$ cat src/rtl/bba_pkg.sv
// Shared types, codes and defaults for the block bitmap allocator.
`default_nettype none

package bba_pkg;

   localparam int MAX_BLOCKS_DEF    = 65536;
   localparam int MAP_WORD_BITS_DEF = 64;

   localparam int CFG_W     = 17;
   localparam int CMD_W     = 2;
   localparam int BLK_W     = 16;
   localparam int STATUS_W  = 2;
   localparam int CSR_IDX_W = 1;

   localparam logic [CMD_W-1:0] CMD_FORMAT = 2'd0;
   localparam logic [CMD_W-1:0] CMD_ALLOC  = 2'd1;
   localparam logic [CMD_W-1:0] CMD_FREE   = 2'd2;
   localparam logic [CMD_W-1:0] CMD_QUERY  = 2'd3;

   localparam logic [STATUS_W-1:0] STATUS_OK    = 2'd0;
   localparam logic [STATUS_W-1:0] STATUS_FULL  = 2'd1;
   localparam logic [STATUS_W-1:0] STATUS_RANGE = 2'd2;

   localparam logic [CSR_IDX_W-1:0] CSR_TOTAL    = 1'd0;
   localparam logic [CSR_IDX_W-1:0] CSR_RESERVED = 1'd1;

   localparam logic [CFG_W-1:0] TOTAL_RESET    = 17'd65536;
   localparam logic [CFG_W-1:0] RESERVED_RESET = 17'd0;
   localparam logic [CFG_W-1:0] FREE_RESET     = 17'd65536;

   typedef struct packed {
      logic [CMD_W-1:0] cmd;
      logic [BLK_W-1:0] block_number;
   } req_type;

   typedef struct packed {
      logic [STATUS_W-1:0] status;
      logic [BLK_W-1:0]    result_block;
      logic                bit_value;
      logic [CFG_W-1:0]    free_count;
   } rsp_type;

endpackage

`default_nettype wire

$ cat src/rtl/bba_first_free.sv
// Lowest clear bit finder over one occupancy map word.
`default_nettype none

module bba_first_free #(
   parameter int WORD_BITS = bba_pkg::MAP_WORD_BITS_DEF,
   localparam int IDX_W = $clog2(WORD_BITS)
) (
   input  wire logic [WORD_BITS-1:0] word,
   input  wire logic [WORD_BITS-1:0] valid_mask,
   output logic                      found,
   output logic [IDX_W-1:0]          index
);

   logic [WORD_BITS-1:0] cand;
   logic [WORD_BITS-1:0] low;

   // isolate the lowest clear, in-range bit
   assign cand  = ~word & valid_mask;
   assign low   = cand & (~cand + {{(WORD_BITS-1){1'b0}}, 1'b1});
   assign found = |cand;

   // encode the one-hot position
   always_comb begin
      index = '0;
      for (int i = 0; i < WORD_BITS; i++) begin
         if (low[i]) begin
            index = index | IDX_W'(i);
         end
      end
   end

endmodule

`default_nettype wire

$ cat config.mk
export PLATFORM = sky130hd
export DESIGN_NAME = bba_first_free
export DESIGN_NICKNAME = d
export VERILOG_FILES = /design/src/rtl/bba_pkg.sv /design/src/rtl/bba_first_free.sv
export SDC_FILE = /design/constraint.sdc
export NUM_CORES = 1
export LEC_CHECK = 0
export BUFFER_PORTS_ARGS = -buffer_cell sky130_fd_sc_hd__buf_2
export CAP_MARGIN = 20
export CORE_UTILIZATION = 42
export DETAILED_ROUTE_END_ITERATION = 16
export PLACE_DENSITY = 0.91
export SYNTH_ARGS = -nofsm -noshare
export SYNTH_HDL_FRONTEND = slang
export SYNTH_SLANG_ARGS = --single-unit
$ cat constraint.sdc
create_clock -name vclk -period 3.4
set_clock_uncertainty 0.1 [all_clocks]
set_input_delay 0.68 -clock vclk [all_inputs]
set_output_delay 0.68 -clock vclk [all_outputs]
set_load 0.05 [all_outputs]
==> results.md <==
- Cells after synthesis: about 270
- Crit path capture type: output port
- Vias in the first global route: around 2,400
- Failing checks: setup timing
- CLK BUF: 0
- Leak Pwr: between 0.001 and 0.0015 uW
- Antenna-violating nets left: 0
- Final worst slack: -0.0782 ns
- Final WL: just under 7000 um
- Sequential share of the synthesized area: 0%
- Max_slew headroom: 68.5%
- Via/cell ratio: slightly below 6
- Syn Std Cell Area: between 1500 and 2000 um2
- Worst-margin pin slew: ~0.47 ns
- Post-route insts no fill: just under 500
- Port bufs: 135
- Core Area: approximately 3800 um2
- GRT Total Usage: between 20 and 30%
- Placed insts: ~480
- Final nets: 568
- Post-layout min period: roughly 3.5 ns
- Fin. max-slew vios: 0
- Synth area leaders: nand2b_1 (22%), nor2b_1 (7.3%), nand4_1 (7.0%)
- Final Hold Fails: 0
- Share of cells above drive strength 1: 44.7%
- Setup crit start: valid_mask[1]
- Cell accounting for the most synthesized area: nand2b_1
- Area grow syn2layout: 63.9%
- FMAX: around 0.29 GHz
- Die Wd: around 66 um
- Storage element area: 0 um2
- Final cycle utilization of the critical path: 102%
- FFs & Latches: 0
- Largest net degree at the start of global routing: 13
- # IOs: 135
- Most common cell after layout, fill and taps aside: buf_2
- GRT overflow: 0
- Highest-count cells in the layout ignoring fill and taps: buf_2 (129), nand2b_1 (58), buf_4 (31), nand2_1 (24), nor2_1 (20)
- Drt pass-1 iters: 6
- Final setup viols: 4
- Worst setup path end: index[3]
- Arr. time, crit path: around 2.7 ns
- Critical Path Source Type: input pin
- Min-Delay Path Class: in -> out
- Post-detail-place hpwl: approximately 5400 um
- Vias: roughly 2,800
- Global-route wire length before repair: 9690 um
- DRC Markers: 0
- Die area: ~4300 um2
- # rows: 22
- Average size of a mapped cell: about 6.3 um2
- Filler Cells Inserted: ~290
- Starting density of the core: around 45%
- CTS Hold Bufs: 0
- CP Class: in -> out
- PwrDens: between 100 and 150 nW/um2
- RSZ-0062 raised after global routing: yes
- Synth top area share: 22.0%
- Initial antenna violation count: 0
- Die Height: between 60 and 70 um
- Max Cap Viol: 0
- Status: complete, but fails checks
- DR WL/cell: between 10 and 15 um
- Peak supply drop: 0.0574 mV
- Warnings, synthesis: 0
- CP required: approximately 2.6 ns
- Distinct cell type count after synthesis: 43
- Syn Nets: 400
- Diode count: 0
- Setup WS pre-CTS: -0.0162 ns
- CP max FO: 7
- Iter 0 DRT Violations: slightly below 300
- GPL Wtd Cong: 1.06
==> how the worst min path moves through the flow <==
stage                               from     to  slack [ns]  depth (start not counted)
after floorplan           valid_mask[63]  found        1.72                          2
after global routing      valid_mask[63]  found        1.77                          4
final                     valid_mask[63]  found        1.76                          4
after global placement    valid_mask[63]  found        1.75                          4
after detailed placement  valid_mask[63]  found        1.75                          4
after CTS                 valid_mask[63]  found        1.75                          4
==> per-layer routing <==
metal	vias up	share of wire (%)	track usage [%]
met5	-	0	0
met4	0	3.1	5.16
met3	33	10	3.30
met2	214	48	50.3
met1	1244	39	34.4
li1	1357	-	-
==> cells in the mapped netlist (2+ instances only) <==
cell type / number
nor4_4: 3
a21oi_1: 12
nor2b_1: 20
inv_1: 6
a31oi_1: 7
o32ai_1: 2
o22ai_1: 3
o31ai_1: 2
nand2b_2: 3
nand3b_1: 3
nor4_1: 7
nand4_1: 19
nand2_1: 25
o211ai_1: 3
nand2b_1: 60
nor3_1: 18
nand3_1: 17
o21ai_0: 8
o21a_1: 2
a21boi_0: 3
a41oi_1: 2
a211oi_1: 4
nor4b_1: 3
nor2_1: 20
nor3_4: 2
==> timing repair <==
| action | CTS | global route |
|---|---|---|
| pin swaps | 0 | 9 |
| gates cloned | 0 | 0 |
| setup buffers | 0 | 8 |
| endpoints found under the setup margin | 2 | 6 |
| gates resized for setup | 3 | 30 |
==> layout make-up <==
class | count | area (um2) | area share, %
Tap cell | 48 | 60.1 | 2.15
Multi-Input combinational cell | 264 | 1750 | 62.7
Inverter | 6 | 22.5 | 0.805
Timing Repair Buffer | 168 | 962 | 34.4
==> stage by stage <==
step           utilization, %  total power (uW)  area, um2  hold WS (ns)  setup TNS (ns)
2_1_floorplan               -               159       1710          1.72               0
3_3_place_gp             69.4               281       2620          1.75         -0.0567
3_5_place_dp             69.4               288       2620          1.75         -0.0162
4_1_cts                  69.6               290       2630          1.75               0
5_1_grt                  74.2               340       2800          1.77          -0.682
6_report                 74.2               314       2800          1.76          -0.169
==> cell families (layout without fill, tap and decap cells) <==
group,count (synthesis),after routing,share of synthesized area (%)
AND/OR/NAND/NOR,211,211,77.3
AO/OA/AOI/OAI,53,53,20.7
buffers and inverters,8,174,2.05
==> critical path, stage by stage <==
cell and delay [ns]:
buf_2 0.10, nor2b_1 0.14, nand4bb_4 0.21, nor4_4 0.42, buf_6 0.18, nand4_1 0.22
o22ai_2 0.30, nor3_1 0.10, nand4_1 0.15, buf_6 0.18
==> power breakdown <==
part	switching, uW	internal [uW]	leakage (uW)	total [uW]
clock	0	0	0	0
combinational	164	150	0.00130	314
sequential	0	0	0	0
Power figures use the tool's default switching activity.
